### src/rtl/core/kcs_pkg.sv
`timescale 1ns / 1ps

package kcs_pkg;

    // Request codes carried on req_type.
    localparam logic [1:0] REQ_LEDS  = 2'd0;
    localparam logic [1:0] REQ_RATE  = 2'd1;
    localparam logic [1:0] REQ_REPLY = 2'd2;
    localparam logic [1:0] REQ_TICK  = 2'd3;

    // Completion status codes.
    localparam logic [1:0] ST_OK      = 2'd0;
    localparam logic [1:0] ST_FAILED  = 2'd1;
    localparam logic [1:0] ST_SKIPPED = 2'd2;
    localparam logic [1:0] ST_BUSY    = 2'd3;

    // Configuration register indexes.
    localparam logic [1:0] CFG_TIMEOUT     = 2'd0;
    localparam logic [1:0] CFG_RESEND_LIM  = 2'd1;
    localparam logic [1:0] CFG_MAX_OTHER   = 2'd2;

    // Configuration reset values.
    localparam logic [15:0] TIMEOUT_RESET    = 16'd16384;
    localparam logic [3:0]  RESEND_LIM_RESET = 4'd4;
    localparam logic [11:0] MAX_OTHER_RESET  = 12'd4095;

    // Keyboard protocol bytes.
    localparam logic [7:0] KB_ACK     = 8'hFA;
    localparam logic [7:0] KB_RETRY   = 8'hFE;
    localparam logic [7:0] CMD_LEDS   = 8'hED;
    localparam logic [7:0] CMD_RATE   = 8'hF3;
    localparam logic [7:0] CMD_ENABLE = 8'hF4;

    // Typematic delay thresholds in milliseconds.
    localparam logic [15:0] DELAY_T1 = 16'd375;
    localparam logic [15:0] DELAY_T2 = 16'd625;
    localparam logic [15:0] DELAY_T3 = 16'd875;

    // Rate code is floor((rate - 33) * 31 / 467), clamped to 31. From an offset of
    // 482 upward the quotient is already 31 or more. Below that, the product
    // offset * 31 stays under 15000, and multiplying by ceil(2^23 / 467) = 17963
    // and shifting right by 23 gives the exact quotient. 31 * 17963 = 556853.
    localparam logic [15:0] RATE_MIN_MS = 16'd33;
    localparam logic [15:0] RATE_SAT_X  = 16'd482;
    localparam logic [19:0] RATE_RECIP  = 20'd556853;
    localparam logic [4:0]  RATE_MAX    = 5'd31;

endpackage

### src/rtl/core/kcs_rate_map.sv
`timescale 1ns / 1ps

module kcs_rate_map
    import kcs_pkg::*;
(
    input  logic [15:0] delay_ms,
    input  logic [15:0] rate_ms,
    output logic [7:0]  typematic
);

    logic [1:0]  dcode;
    logic [4:0]  rcode;
    logic [15:0] offset;
    logic [27:0] product;

    always_comb
    begin
        if (delay_ms < DELAY_T1)
        begin
            dcode = 2'd0;
        end
        else if (delay_ms < DELAY_T2)
        begin
            dcode = 2'd1;
        end
        else if (delay_ms < DELAY_T3)
        begin
            dcode = 2'd2;
        end
        else
        begin
            dcode = 2'd3;
        end
    end

    assign offset  = rate_ms - RATE_MIN_MS;
    // The offset is below 482 whenever the product is used, so nine bits suffice.
    assign product = 28'({19'd0, offset[8:0]} * {8'd0, RATE_RECIP});

    always_comb
    begin
        if (rate_ms <= RATE_MIN_MS)
        begin
            rcode = 5'd0;
        end
        else if (offset >= RATE_SAT_X)
        begin
            rcode = RATE_MAX;
        end
        else
        begin
            rcode = product[27:23];
        end
    end

    assign typematic = {1'b0, dcode, rcode};

endmodule

### src/rtl/core/keyboard_command_sender.sv
`timescale 1ns / 1ps

// Host-side command sequencer for a PS/2 keyboard. Each input transfer is one event:
// a set-LED request, a set-repeat-rate request, a byte received from the keyboard,
// or a timer tick. A request sends its command byte (0xED or 0xF3) and, once the
// keyboard acknowledges it, the data byte; RESEND replies repeat the current byte up
// to resend_limit times, other reply bytes are counted against max_other_bytes, and
// reply_timeout_ticks ticks with no reply fail the byte. A failed byte triggers a
// single 0xF4 recovery byte and then a failed completion; a failed LED request also
// turns off all further commands until reset. Each event yields at most one output
// transfer: a byte to transmit, or a completion with its status. The block takes one
// event per clock while in_stall is low: an input register feeds the update logic (a
// compare chain and one 9x20 multiplier for the rate code) that writes an output
// register. An event passes through the input register and then the output register,
// and the input register lets one more event in while a result waits. Configuration
// writes are always ready and must only be made while no request is running.
module keyboard_command_sender
    import kcs_pkg::*;
(
    input  logic        clk,
    input  logic        rst_n,

    input  logic        cfg_valid,
    output logic        cfg_ready,
    input  logic [1:0]  cfg_index,
    input  logic [15:0] cfg_data,

    input  logic        in_valid,
    output logic        in_stall,
    input  logic [1:0]  req_type,
    input  logic [15:0] shift_flags,
    input  logic [15:0] delay_ms,
    input  logic [15:0] rate_ms,
    input  logic [7:0]  rx_byte,

    output logic        out_valid,
    input  logic        out_stall,
    output logic        tx_valid,
    output logic [7:0]  tx_byte,
    output logic        done_res,
    output logic [1:0]  status,
    output logic        enabled
);

    typedef enum logic [1:0] {PH_IDLE, PH_CMD, PH_REC} phase_t;

    typedef struct packed {
        logic       tx_valid;
        logic [7:0] tx_byte;
        logic       done;
        logic [1:0] status;
        logic       enabled;
    } result_t;

    // Configuration registers.
    logic [15:0] timeout_reg;
    logic [3:0]  resend_lim_reg;
    logic [11:0] max_other_reg;

    // Input register.
    logic        in_full_reg;
    logic [1:0]  req_reg;
    logic [2:0]  leds_reg;
    logic [15:0] delay_reg;
    logic [15:0] rate_reg;
    logic [7:0]  rx_reg;

    // Sequencer state.
    phase_t      phase_reg,   phase_next;
    logic        step_reg,    step_next;
    logic [7:0]  cur_reg,     cur_next;
    logic [7:0]  second_reg,  second_next;
    logic [3:0]  attempts_reg, attempts_next;
    logic [11:0] other_reg,   other_next;
    logic [15:0] tick_reg,    tick_next;
    logic        enabled_reg, enabled_next;
    logic        is_led_reg,  is_led_next;

    // Output register.
    logic        out_valid_reg;
    result_t     out_reg;

    logic        advance;
    logic        in_take;
    logic        res_valid;
    result_t     res;
    logic [7:0]  typematic;
    logic        do_fail;
    logic        do_begin;
    logic [7:0]  begin_byte;
    logic        do_finish;
    logic [1:0]  finish_status;
    logic [15:0] tick_inc;
    logic [11:0] other_inc;

    assign cfg_ready = 1'b1;

    always_ff @(posedge clk or negedge rst_n)
    begin
        if (!rst_n)
        begin
            timeout_reg    <= TIMEOUT_RESET;
            resend_lim_reg <= RESEND_LIM_RESET;
            max_other_reg  <= MAX_OTHER_RESET;
        end
        else if (cfg_valid)
        begin
            case (cfg_index)
                CFG_TIMEOUT:    timeout_reg    <= cfg_data;
                CFG_RESEND_LIM: resend_lim_reg <= cfg_data[3:0];
                CFG_MAX_OTHER:  max_other_reg  <= cfg_data[11:0];
                default:        ;
            endcase
        end
    end

    // The held event moves on whenever the output register is free or being emptied.
    assign advance  = in_full_reg && (!out_valid_reg || !out_stall);
    assign in_stall = in_full_reg && out_valid_reg && out_stall;
    assign in_take  = in_valid && !in_stall;

    always_ff @(posedge clk or negedge rst_n)
    begin
        if (!rst_n)
        begin
            in_full_reg <= 1'b0;
        end
        else if (in_take)
        begin
            in_full_reg <= 1'b1;
        end
        else if (advance)
        begin
            in_full_reg <= 1'b0;
        end
    end

    always_ff @(posedge clk)
    begin
        if (in_take)
        begin
            req_reg   <= req_type;
            leds_reg  <= shift_flags[10:8];
            delay_reg <= delay_ms;
            rate_reg  <= rate_ms;
            rx_reg    <= rx_byte;
        end
    end

    kcs_rate_map u_rate_map (
        .delay_ms  (delay_reg),
        .rate_ms   (rate_reg),
        .typematic (typematic)
    );

    assign tick_inc  = tick_reg + 16'd1;
    assign other_inc = other_reg + 12'd1;

    // Event decode. Each branch raises at most one of: start a byte, finish the
    // request, fail the current byte, or a plain resend result.
    always_comb
    begin
        phase_next    = phase_reg;
        step_next     = step_reg;
        cur_next      = cur_reg;
        second_next   = second_reg;
        attempts_next = attempts_reg;
        other_next    = other_reg;
        tick_next     = tick_reg;
        enabled_next  = enabled_reg;
        is_led_next   = is_led_reg;

        res_valid     = 1'b0;
        res           = '0;
        do_fail       = 1'b0;
        do_begin      = 1'b0;
        begin_byte    = CMD_ENABLE;
        do_finish     = 1'b0;
        finish_status = ST_OK;

        case (req_reg)
            REQ_LEDS, REQ_RATE:
            begin
                if (phase_reg != PH_IDLE)
                begin
                    res_valid  = 1'b1;
                    res.done   = 1'b1;
                    res.status = ST_BUSY;
                end
                else if (!enabled_reg)
                begin
                    res_valid  = 1'b1;
                    res.done   = 1'b1;
                    res.status = ST_SKIPPED;
                end
                else
                begin
                    phase_next = PH_CMD;
                    step_next  = 1'b0;
                    do_begin   = 1'b1;
                    if (req_reg == REQ_LEDS)
                    begin
                        is_led_next = 1'b1;
                        second_next = {5'd0, leds_reg};
                        begin_byte  = CMD_LEDS;
                    end
                    else
                    begin
                        is_led_next = 1'b0;
                        second_next = typematic;
                        begin_byte  = CMD_RATE;
                    end
                end
            end
            REQ_TICK:
            begin
                if (phase_reg != PH_IDLE)
                begin
                    tick_next = tick_inc;
                    do_fail   = (tick_inc >= timeout_reg);
                end
            end
            REQ_REPLY:
            begin
                if (phase_reg != PH_IDLE)
                begin
                    tick_next = '0;
                    if (rx_reg == KB_ACK)
                    begin
                        if (phase_reg == PH_CMD && !step_reg)
                        begin
                            step_next  = 1'b1;
                            do_begin   = 1'b1;
                            begin_byte = second_reg;
                        end
                        else if (phase_reg == PH_CMD)
                        begin
                            do_finish = 1'b1;
                        end
                        else
                        begin
                            // Recovery byte acknowledged: the request still failed.
                            do_finish     = 1'b1;
                            finish_status = ST_FAILED;
                            if (is_led_reg)
                            begin
                                enabled_next = 1'b0;
                            end
                        end
                    end
                    else if (rx_reg == KB_RETRY)
                    begin
                        if (attempts_reg == 4'd0)
                        begin
                            do_fail = 1'b1;
                        end
                        else
                        begin
                            attempts_next = attempts_reg - 4'd1;
                            other_next    = '0;
                            res_valid     = 1'b1;
                            res.tx_valid  = 1'b1;
                            res.tx_byte   = cur_reg;
                        end
                    end
                    else
                    begin
                        other_next = other_inc;
                        do_fail    = (other_inc >= max_other_reg);
                    end
                end
            end
            default:
            begin
            end
        endcase

        if (do_fail)
        begin
            if (phase_reg == PH_CMD)
            begin
                phase_next = PH_REC;
                do_begin   = 1'b1;
                begin_byte = CMD_ENABLE;
            end
            else
            begin
                do_finish     = 1'b1;
                finish_status = ST_FAILED;
                if (is_led_reg)
                begin
                    enabled_next = 1'b0;
                end
            end
        end

        if (do_begin)
        begin
            cur_next      = begin_byte;
            attempts_next = resend_lim_reg;
            other_next    = '0;
            tick_next     = '0;
            res_valid     = 1'b1;
            res.tx_valid  = 1'b1;
            res.tx_byte   = begin_byte;
        end

        if (do_finish)
        begin
            phase_next = PH_IDLE;
            step_next  = 1'b0;
            res_valid  = 1'b1;
            res.done   = 1'b1;
            res.status = finish_status;
        end

        res.enabled = enabled_next;
    end

    always_ff @(posedge clk or negedge rst_n)
    begin
        if (!rst_n)
        begin
            phase_reg     <= PH_IDLE;
            step_reg      <= 1'b0;
            cur_reg       <= '0;
            second_reg    <= '0;
            attempts_reg  <= '0;
            other_reg     <= '0;
            tick_reg      <= '0;
            enabled_reg   <= 1'b1;
            is_led_reg    <= 1'b0;
            out_valid_reg <= 1'b0;
            out_reg       <= '0;
        end
        else
        begin
            if (advance)
            begin
                phase_reg    <= phase_next;
                step_reg     <= step_next;
                cur_reg      <= cur_next;
                second_reg   <= second_next;
                attempts_reg <= attempts_next;
                other_reg    <= other_next;
                tick_reg     <= tick_next;
                enabled_reg  <= enabled_next;
                is_led_reg   <= is_led_next;
            end

            if (advance && res_valid)
            begin
                out_valid_reg <= 1'b1;
                out_reg       <= res;
            end
            else if (!out_stall)
            begin
                out_valid_reg <= 1'b0;
            end
        end
    end

    assign out_valid = out_valid_reg;
    assign tx_valid  = out_reg.tx_valid;
    assign tx_byte   = out_reg.tx_byte;
    assign done_res  = out_reg.done;
    assign status    = out_reg.status;
    assign enabled   = out_reg.enabled;

    // Once commands are turned off they stay off until reset.
    a_enabled_never_rises: assert property (
        @(posedge clk) disable iff (!rst_n)
        !$rose(enabled_reg)
    ) else $error("commands-enabled flag was set again");

    // A transmitted byte always leaves a request running.
    a_tx_leaves_busy: assert property (
        @(posedge clk) disable iff (!rst_n)
        (advance && res_valid && res.tx_valid) |=> (phase_reg != PH_IDLE)
    ) else $error("byte sent while sequencer returned to idle");

    // A request is only skipped while commands are off.
    a_skip_when_disabled: assert property (
        @(posedge clk) disable iff (!rst_n)
        (advance && res_valid && res.done && res.status == ST_SKIPPED) |-> !enabled_reg
    ) else $error("request skipped while commands are enabled");

    // An ok or failed completion returns the sequencer to idle.
    a_finish_goes_idle: assert property (
        @(posedge clk) disable iff (!rst_n)
        (advance && res_valid && res.done && (res.status == ST_OK || res.status == ST_FAILED))
            |=> (phase_reg == PH_IDLE)
    ) else $error("request completed but sequencer is still busy");

endmodule

### config.mk
export PLATFORM = sky130hd
export DESIGN_NAME = keyboard_command_sender
export DESIGN_NICKNAME = d
export VERILOG_FILES = /design/src/rtl/core/kcs_pkg.sv /design/src/rtl/core/kcs_rate_map.sv /design/src/rtl/core/keyboard_command_sender.sv
export SDC_FILE = /design/constraint.sdc
export NUM_CORES = 1
export LEC_CHECK = 0
export BUFFER_PORTS_ARGS = -buffer_cell sky130_fd_sc_hd__buf_2
export CORE_UTILIZATION = 57
export CTS_BUF_LIST = sky130_fd_sc_hd__clkbuf_4 sky130_fd_sc_hd__clkbuf_8
export DETAILED_ROUTE_END_ITERATION = 7
export GPL_ROUTABILITY_DRIVEN = 0
export PLACE_DENSITY = 0.82
export SLEW_MARGIN = 15
export SYNTH_ARGS = -nofsm -noshare
export SYNTH_HDL_FRONTEND = slang
export SYNTH_SLANG_ARGS = --single-unit
### constraint.sdc
create_clock -name clk -period 12.8 [get_ports clk]
set_clock_uncertainty 0.2 [all_clocks]
set_input_delay 0 -clock clk [delete_from_list [all_inputs] [get_ports clk]]
set_output_delay 0 -clock clk [all_outputs]
set_load 0.02 [all_outputs]
# [After elaboration in Yosys (flattened, before gate mapping)]
# Index checks and enable logic that the tools add are counted.
[word_totals] input_bits=81 rom_bits=0 reg_bits=145 memories=0 ramBits=0 latch_bits=0
[classes] n_mul=1 n_bitwise=1 n_addsub=4 shifts=0 reduce_logical=31 eq_ne=19 n_mux=104 n_div=0 order_cmp=7
[op_table] operator="2-to-1 mux 12 bit" count=6
[op_table] operator="2-to-1 mux 8 bit" count=7
[op_table] operator="2-to-1 mux 9 bit" count=6
[op_table] operator="2-to-1 mux 1 bit" count=52
[op_table] operator="2-to-1 mux 16 bit" count=3
[op_table] operator="< comparator 16 x 10 -> 1 bit (second input constant)" count=2
[op_table] operator="one-hot mux 16 bit (2 select lines)" count=1
[op_table] operator="multiplier 9 x 20 -> 28 bit (second input constant)" count=1
[op_table] operator="2-to-1 mux 4 bit" count=6
[op_table] operator="inequality test 3 bit (second input constant)" count=8
[op_table] operator="2-to-1 mux 2 bit" count=10
[op_table] operator="adder 16 x 1 -> 16 bit (second input constant)" count=1
[op_table] operator="equality test 8 bit (second input constant)" count=2
[op_table] operator=">= comparator 16 bit" count=1
[op_table] operator=">= comparator 16 x 9 -> 1 bit (second input constant)" count=1
[op_table] operator="<= comparator 16 x 6 -> 1 bit (second input constant)" count=1
[op_table] operator="< comparator 16 x 9 -> 1 bit (second input constant)" count=1
[op_table] operator="one-hot mux 8 bit (2 select lines)" count=1
[op_table] operator="subtractor 16 x 6 -> 16 bit (second input constant)" count=1
[op_table] operator="2-to-1 mux 5 bit" count=3
[op_table] operator="adder 12 x 1 -> 12 bit (second input constant)" count=1
[op_table] operator=">= comparator 12 bit" count=1
[op_table] operator="2-to-1 mux 3 bit" count=4
[op_table] operator="nonzero test 2 bit" count=5
[op_table] operator="20 further kinds" count=42

# [Longest topological paths before layout]
# Gate-level depths: netlist of the first run.
[logic_depth] ltp_word=12 ltp_mapped=24 mapped_depth_nobuf=22

# [Modules after synthesis]
# Synthesis of the first run repeated with hierarchy kept, for this count alone.
[unflattened] cells_unflattened=995 hier_area_um2=10043.4
[by_module_without_submodules] module="keyboard_command_sender" area_per_inst_um2=7173.1 cells_each=652 instances=1
[by_module_without_submodules] module="kcs_rate_map" area_per_inst_um2=2870.3 cells_each=343 instances=1

# [Worst setup path before layout of the first run]
# No wires, ideal clock.
[synth_path] path_type="register to register" start="register rate_reg[0]" end="register second_reg[4]" arrival_time_ns=6.192 setup_ns=0.126 synth_period_minus_slack_ns=6.518 path_stages_with_launch=22 slack_ns=6.282 n_path_buf=1 path_cell_list="edfxtp_1 -> buf_6 -> inv_1 -> ha_1 -> or4b_4 -> a211oi_4 -> xnor2_2 -> xnor2_1 -> ha_1 -> or2_2 -> fa_1 -> inv_1 -> fa_1 -> fa_1 -> inv_1 -> ha_1 -> nand4_1 -> a2111oi_0 -> a211o_1 -> nand3_1 -> o2bb2a_4 -> a221o_1"
[synth_between] elab_chain_len=5 elab_cells_between_ends=7 cone_classes="1 x add/sub; 1 x mul; 2 x order compare; 3 x mux"
[synth_lines] item="start, declared" line="keyboard_command_sender.sv:65" source="logic [15:0] rate_reg;"
[synth_lines] item="start signal, assigned" line="keyboard_command_sender.sv:145" source="rate_reg <= rate_ms;"
[synth_lines] item="subtractor 16 x 6 -> 16 bit" line="kcs_rate_map.sv:36" source="assign offset = rate_ms - RATE_MIN_MS;"
[synth_lines] item="multiplier 9 x 20 -> 28 bit or >= comparator 16 x 9 -> 1 bit (tied branches)" line="kcs_rate_map.sv:38, kcs_rate_map.sv:46"
[synth_lines] item="2-to-1 mux 5 bit" line="kcs_rate_map.sv:46" source="else if (offset >= RATE_SAT_X)"
[synth_lines] item="2-to-1 mux 5 bit (*)" line="kcs_rate_map.sv:42" source="if (rate_ms <= RATE_MIN_MS)"
[synth_lines] item="2-to-1 mux 7 bit (*)" line="keyboard_command_sender.sv:201" source="if (req_reg == REQ_LEDS)"
[synth_lines] item="end signal, assigned" line="keyboard_command_sender.sv:343" source="second_reg <= second_next;"
[synth_lines] item="end, declared" line="keyboard_command_sender.sv:72" source="logic [7:0] second_reg, second_next;"
# Every way passes the cells marked *; elsewhere a longest branch is shown, timed or not.
# A chain may end at the register's enable or synchronous reset.

# [Worst setup path in the final report of the first run]
# Same ends and word-level chain as after synthesis.

==> reports/results.tsv, run 1 <==
metric	value	unit
drt drc	0	
Synth async-reset ratio	68.8	%
Starting Density	58.6	%
Synth area leaders	dfrtp_1 22%, edfxtp_1 14%, ha_1 12%, fa_1 8.0%, inv_1 5.0%	
CTS root buf	clkbuf_8	
Worst Path Class, Setup	reg -> reg	
Syn. warnings	0	
unrepaired setup endpoints after global routing	no	
Post-synth EDFFs	45	
crit path from	rate_reg[0]	
TritonCTS clock tree	built	
ANT nets after route	0	
Multi-input gate area	0.00529	sq mm
num rows	47	
TritonRoute pass-1 iters	5	
Register Area	0.00385	sq mm
share of cells above drive strength 1	15.4	%
Synth cell types	80	
sequential fraction of the synthesis area	39.4	%
Seq cells post-synth	144	
CTS sink count	144	
PostCTS Resize Cnt	0	
reg2reg start	rate_reg[0]	
CTS Hold Bufs	101	
Tcrit/Tclk final	58.1	%
detailed-route wire length per cell	17.0	um
gr usage total	27.8	%
cell taking the most area after synthesis	dfrtp_1	
Clock Path Buffers	2	
overall die height	133	um
Clock transition at path regs	0.08	ns
Post-synth top flop	dfrtp_1	
CP Data Arrival Time	7.57	ns
1st-iter DRT viols	449	
Post-CTS Setup Bufs	0	
overall die width	133	um
PD cells	136	mW/mm^2
largest net degree at the start of global routing	82	
core region area	0.0166	sq mm
Layout area overhead	20.5	%
IR drop worst, VDD	0.158	mV
status	finished, final reports clean	
Post-Route Setup TNS	0	ns
Startpoint Class	flop	
PortBufs	82	
Avg Vias per Cell	5.72	
Critical Path RT	12.94	ns
vias in the first global route	8181	
Syn Area/Cell	10.4	sq um
post-synth top area share	21.5	%
total number of vias	7711	
Synth Instances	937	
final-layout fill cell count	1164	
leakage	5.61	nW
hold crit path type	in -> reg	
Skew-Pair Late Insertion Delay	0.46	ns
ant diodes	0	
most common cell after layout, fill and taps aside	inv_1	
max cap viols	0	
global route total overflow	0	
worst slew pin tran	1.06	ns
Slew Viols, Final	0	
Final Setup Violations	0	
hpwl dp	15.4	mm
Slew HR	27.8	%
CTS H-Tree Depth	4	
Final #Nets	1330	
synthesized net count	1152	
Critical Path End Type	flop	
synthesized area	0.00975	sq mm
I/O pins	97	
die area	0.0176	sq mm
Crit Path Max Fanout	10	
final WL	22.9	mm
Final Hold Violating Endpoints	0	
Final Core Density	70.6	%
min Tclk post-route	7.43	ns
total CTS buffers	17	
first-pass GRT wire length	38.6	mm
min-delay src	delay_ms[0]	
maximum clock frequency	135	MHz
most frequent cells in the layout	130 x inv_1, 101 x dlygate4sd3_1, 95 x ha_1, 84 x dfrtp_1, 81 x buf_2	
antenna violations before repair	0	
[report_power, final]
part           total, mW  switching, mW  leakage, nW  internal, mW
clock network      0.370          0.176        0.205         0.194
registers          0.531         0.0182         1.69         0.513
logic              0.703          0.393         3.72         0.310
[cell type report]
cell class / count / share of cell area, %
Multi-Input combinational cell: 635 / 45.0
Clock buffer: 19 / 2.12
Timing Repair Buffer: 187 / 12.4
Clock inverter: 13 / 1.26
Tap cell: 220 / 2.34
Sequential cell: 144 / 32.7
Inverter: 130 / 4.15
[logic make-up after synthesis]
group | synth area share [%]
XOR/XNOR | 3.31
multiplexers | 3.39
AND/OR/NAND/NOR | 11.7
buffers and inverters | 6.40
flip-flops | 39.4
adder cells (fa/ha/maj) | 20.2
AO/OA/AOI/OAI | 15.6
other | 0.0384
[Yosys cell counts, drive strengths merged (5+ instances only)]
cell type / count
or3: 5
mux2: 24
edfxtp: 45
nand4: 10
nor3b: 8
inv: 130
buf: 6
a31oi: 12
a21o: 13
o31ai: 5
ha: 95
fa: 39
xor2: 18
nor2b: 5
a21oi: 33
nand2: 72
nor3: 12
o211ai: 9
a32o: 11
dfstp: 15
and3: 12
or2: 5
nor2: 37
nand3: 20
a22o: 12
and2: 8
dfrtp: 84
nor4: 7
nand2b: 8
a211oi: 5
mux2i: 6
xnor2: 18
o21ai: 50
clkbuf: 22
[metal layers]
metal / routed length, um / up-vias / global-route usage [%]
li1: - / 3694 / -
met1: 9840 / 3768 / 35.0
met2: 11600 / 203 / 47.7
met3: 944 / 46 / 4.67
met4: 520 / 0 / 10.8
met5: 0 / - / 0
[path summary, 6_finish.rpt]
check,to,slack (ns),depth (start not counted)
max in group asynchronous,cur_reg[6],10.77,4
worst min register to register,tx_valid,0.28,1
min in group asynchronous,enabled_reg,0.40,3
worst max-delay path,second_reg[4],5.37,20
worst max register to register,second_reg[4],5.37,20
worst min-delay path,delay_reg[0],0.05,2
[worst max-delay path, cell delays in order (launching register included)]
cell and delay, ns:
edfxtp_1 0.58, inv_1 0.30, ha_1 0.27, or4b_4 0.51, a211oi_4 0.33, xnor2_2 0.24, xnor2_1 0.23, ha_1 0.24
or2_2 0.41, fa_1 0.56, inv_1 0.05, fa_1 0.48, fa_1 0.55, inv_1 0.04, ha_1 0.29, nand4_1 0.12
a2111oi_0 0.91, a211o_1 0.34, nand3_1 0.13, o2bb2a_4 0.21, a221o_1 0.31
[metrics by stage]
step | cells | setup WS [ns] | total power [mW] | hold slack, ns | instance area, sq um
after global placement | 1215 | 5.57 | 1.16 | -0.317 | 10300
after global routing | 1348 | 4.97 | 1.74 | 0.0300 | 11800
final | 1348 | 5.37 | 1.60 | 0.0452 | 11800
after detailed placement | 1215 | 5.38 | 1.20 | -0.314 | 10300
after floorplan | 937 | 6.28 | 1.03 | -0.496 | 9750
after CTS | 1348 | 5.36 | 1.60 | 0.0316 | 11800
Power figures use the tool's default switching activity.
==> run 2, diff against run 1 <==
- CORE_UTILIZATION: 57 -> 56
- PLACE_DENSITY: 0.82 -> 0.84
- clock period: 12.8 -> 6.8 ns (I/O delays scaled with it)
==> reports/results.tsv, run 2 (same netlist as run 1, synthesis figures left out) <==
metric	value	unit
PortBufs	82	
Tcrit/Tclk final	97.1	%
worst setup margin	0.196	ns
Final Cell Area	0.0119	sq mm
ANT nets after route	0	
Worst Path Class, Setup	reg -> reg	
hpwl dp	15.5	mm
gr usage total	28.0	%
Avg Vias per Cell	5.80	
TritonRoute pass-1 iters	5	
Layout area overhead	21.6	%
num rows	47	
vias in the first global route	8178	
hold crit path type	in -> reg	
CTS root buf	clkbuf_8	
first-pass GRT wire length	39.2	mm
IR drop worst, VDD	0.168	mV
antenna violations before repair	1	
CTS sink count	144	
placed cell count	1223	
CP bufs+invs	4	
core region area	0.0168	sq mm
status	finished, final reports clean	
Crit Path Max Fanout	9	
Slew HR	33.8	%
CTS H-Tree Depth	4	
1st-iter DRT viols	475	
Final #Nets	1338	
Final Hold Violating Endpoints	0	
Clock transition at path regs	0.08	ns
non-filler cells, final	1357	
Final Core Density	70.5	%
max cap viols	0	
Clock Path Buffers	2	
die area	0.0180	sq mm
total CTS buffers	17	
top layer in use	met4	
Skew-Pair Late Insertion Delay	0.46	ns
Final Setup Violations	0	
WL met3	1.10	mm
worst slew pin tran	0.994	ns
detailed-route wire length per cell	17.8	um
Multi-input gate area	0.00533	sq mm
overall die height	134	um
leakage	5.65	nW
worst-path cell chain	or3_4 > o31a_1 > or3_4 > and2_4 > inv_1 > xnor2_2 > ha_4 > or2_2 > fa_1 > inv_1 > fa_1 > fa_1 > inv_1 > ha_1 > nand4_1 > a2111oi_4 > buf_4 > a211o_1 > nand3_1 > o2bb2a_4 > a221o_1	
Register Area	0.00385	sq mm
metal2 WL	12.5	mm
PD cells	259	mW/mm^2
largest net degree at the start of global routing	78	
share of cells above drive strength 1	16.5	%
min Tclk post-route	6.60	ns
Startpoint Class	flop	
maximum clock frequency	151	MHz
drt drc	0	
most frequent cells in the layout	130 x inv_1, 100 x dlygate4sd3_1, 94 x ha_1, 84 x dfrtp_1, 81 x buf_2	
slowest CP cell	fa_1	
placed cell area	0.0104	sq mm
Setup WS pre-CTS	-0.00362	ns
M1 WL	9.93	mm
Critical Path End Type	flop	
total number of vias	7869	
overall die width	134	um
Critical Path RT	6.94	ns
Slew Viols, Final	0	
global route total overflow	0	
Slowest Stage Delay on Critical Path	0.56	ns
CP Data Arrival Time	6.74	ns
most common cell after layout, fill and taps aside	inv_1	
Starting Density	58.0	%
I/O pins	97	
TritonCTS clock tree	built	
final-layout fill cell count	1170	
delay-heaviest family, CP	adder cells	
final WL	24.2	mm
-- run 2: cell types whose count changed in the layout (fill, tap and decap cells not counted), sizes merged --
| cell | before | now |
|---|---|---|
| buf | 86 | 95 |
| clkinv | 9 | 5 |
| clkinvlp | 1 | 4 |
| clkbuf | 19 | 20 |
| diode | 0 | 1 |
| dlygate4sd3 | 101 | 100 |
-- run 2: where the power goes --
| group | switching (mW) | internal [mW] |
|---|---|---|
| Clock | 0.332 | 0.370 |
| Sequential | 0.0341 | 0.965 |
| Combinational | 0.777 | 0.597 |
-- run 2: repair_timing --
| action | in CTS | in global routing |
|---|---|---|
| endpoints found under the hold margin | 164 | 0 |
| setup endpoints to repair | 2 | 5 |
| pin swaps | 0 | 1 |
| resized for setup | 1 | 8 |
| buffers inserted | 0 | 1 |
| hold buffers | 100 | 0 |
-- run 2: area by class of cell --
class / count / share of cell area [%]
diodes: 1 / 0.0211
flip-flops and latches: 144 / 32.4
well taps: 220 / 2.32
inverters: 130 / 4.12
clock buffers: 20 / 2.16
clock inverters: 12 / 1.20
repair buffers: 195 / 12.7
multi-input cells: 635 / 45.0
-- run 2: path summary, 6_finish.rpt --
| path | start | end | slack [ns] | cells after the start |
|---|---|---|---|---|
| worst max-delay path | rate_reg[2] | second_reg[4] | 0.20 | 21 |
| worst min-delay path | shift_flags[10] | leds_reg[2] | 0.05 | 2 |
| worst max register to register | rate_reg[2] | second_reg[4] | 0.20 | 21 |
| worst min register to register | enabled_reg | enabled_reg | 0.29 | 1 |
| max in group asynchronous | rst_n | tx_byte[3] | 4.64 | 4 |
| min in group asynchronous | rst_n | enabled_reg | 0.42 | 3 |
-- run 2: metrics by stage --
step | total power [mW] | hold WS [ns] | TNS (ns)
global route | 3.32 | 0.0233 | -0.00119
floorplan | 1.94 | -0.496 | 0
CTS | 3.03 | 0.0299 | 0
detailed placement | 2.28 | -0.293 | -0.00362
global placement | 2.20 | -0.298 | 0
finish | 3.08 | 0.0503 | 0
-- run 2: layer usage --
layer | global-route usage, % | up-vias
met5 | 0 | -
met4 | 10.6 | 0
met3 | 5.18 | 54
met2 | 49.9 | 261
met1 | 33.4 | 3856
li1 | - | 3698
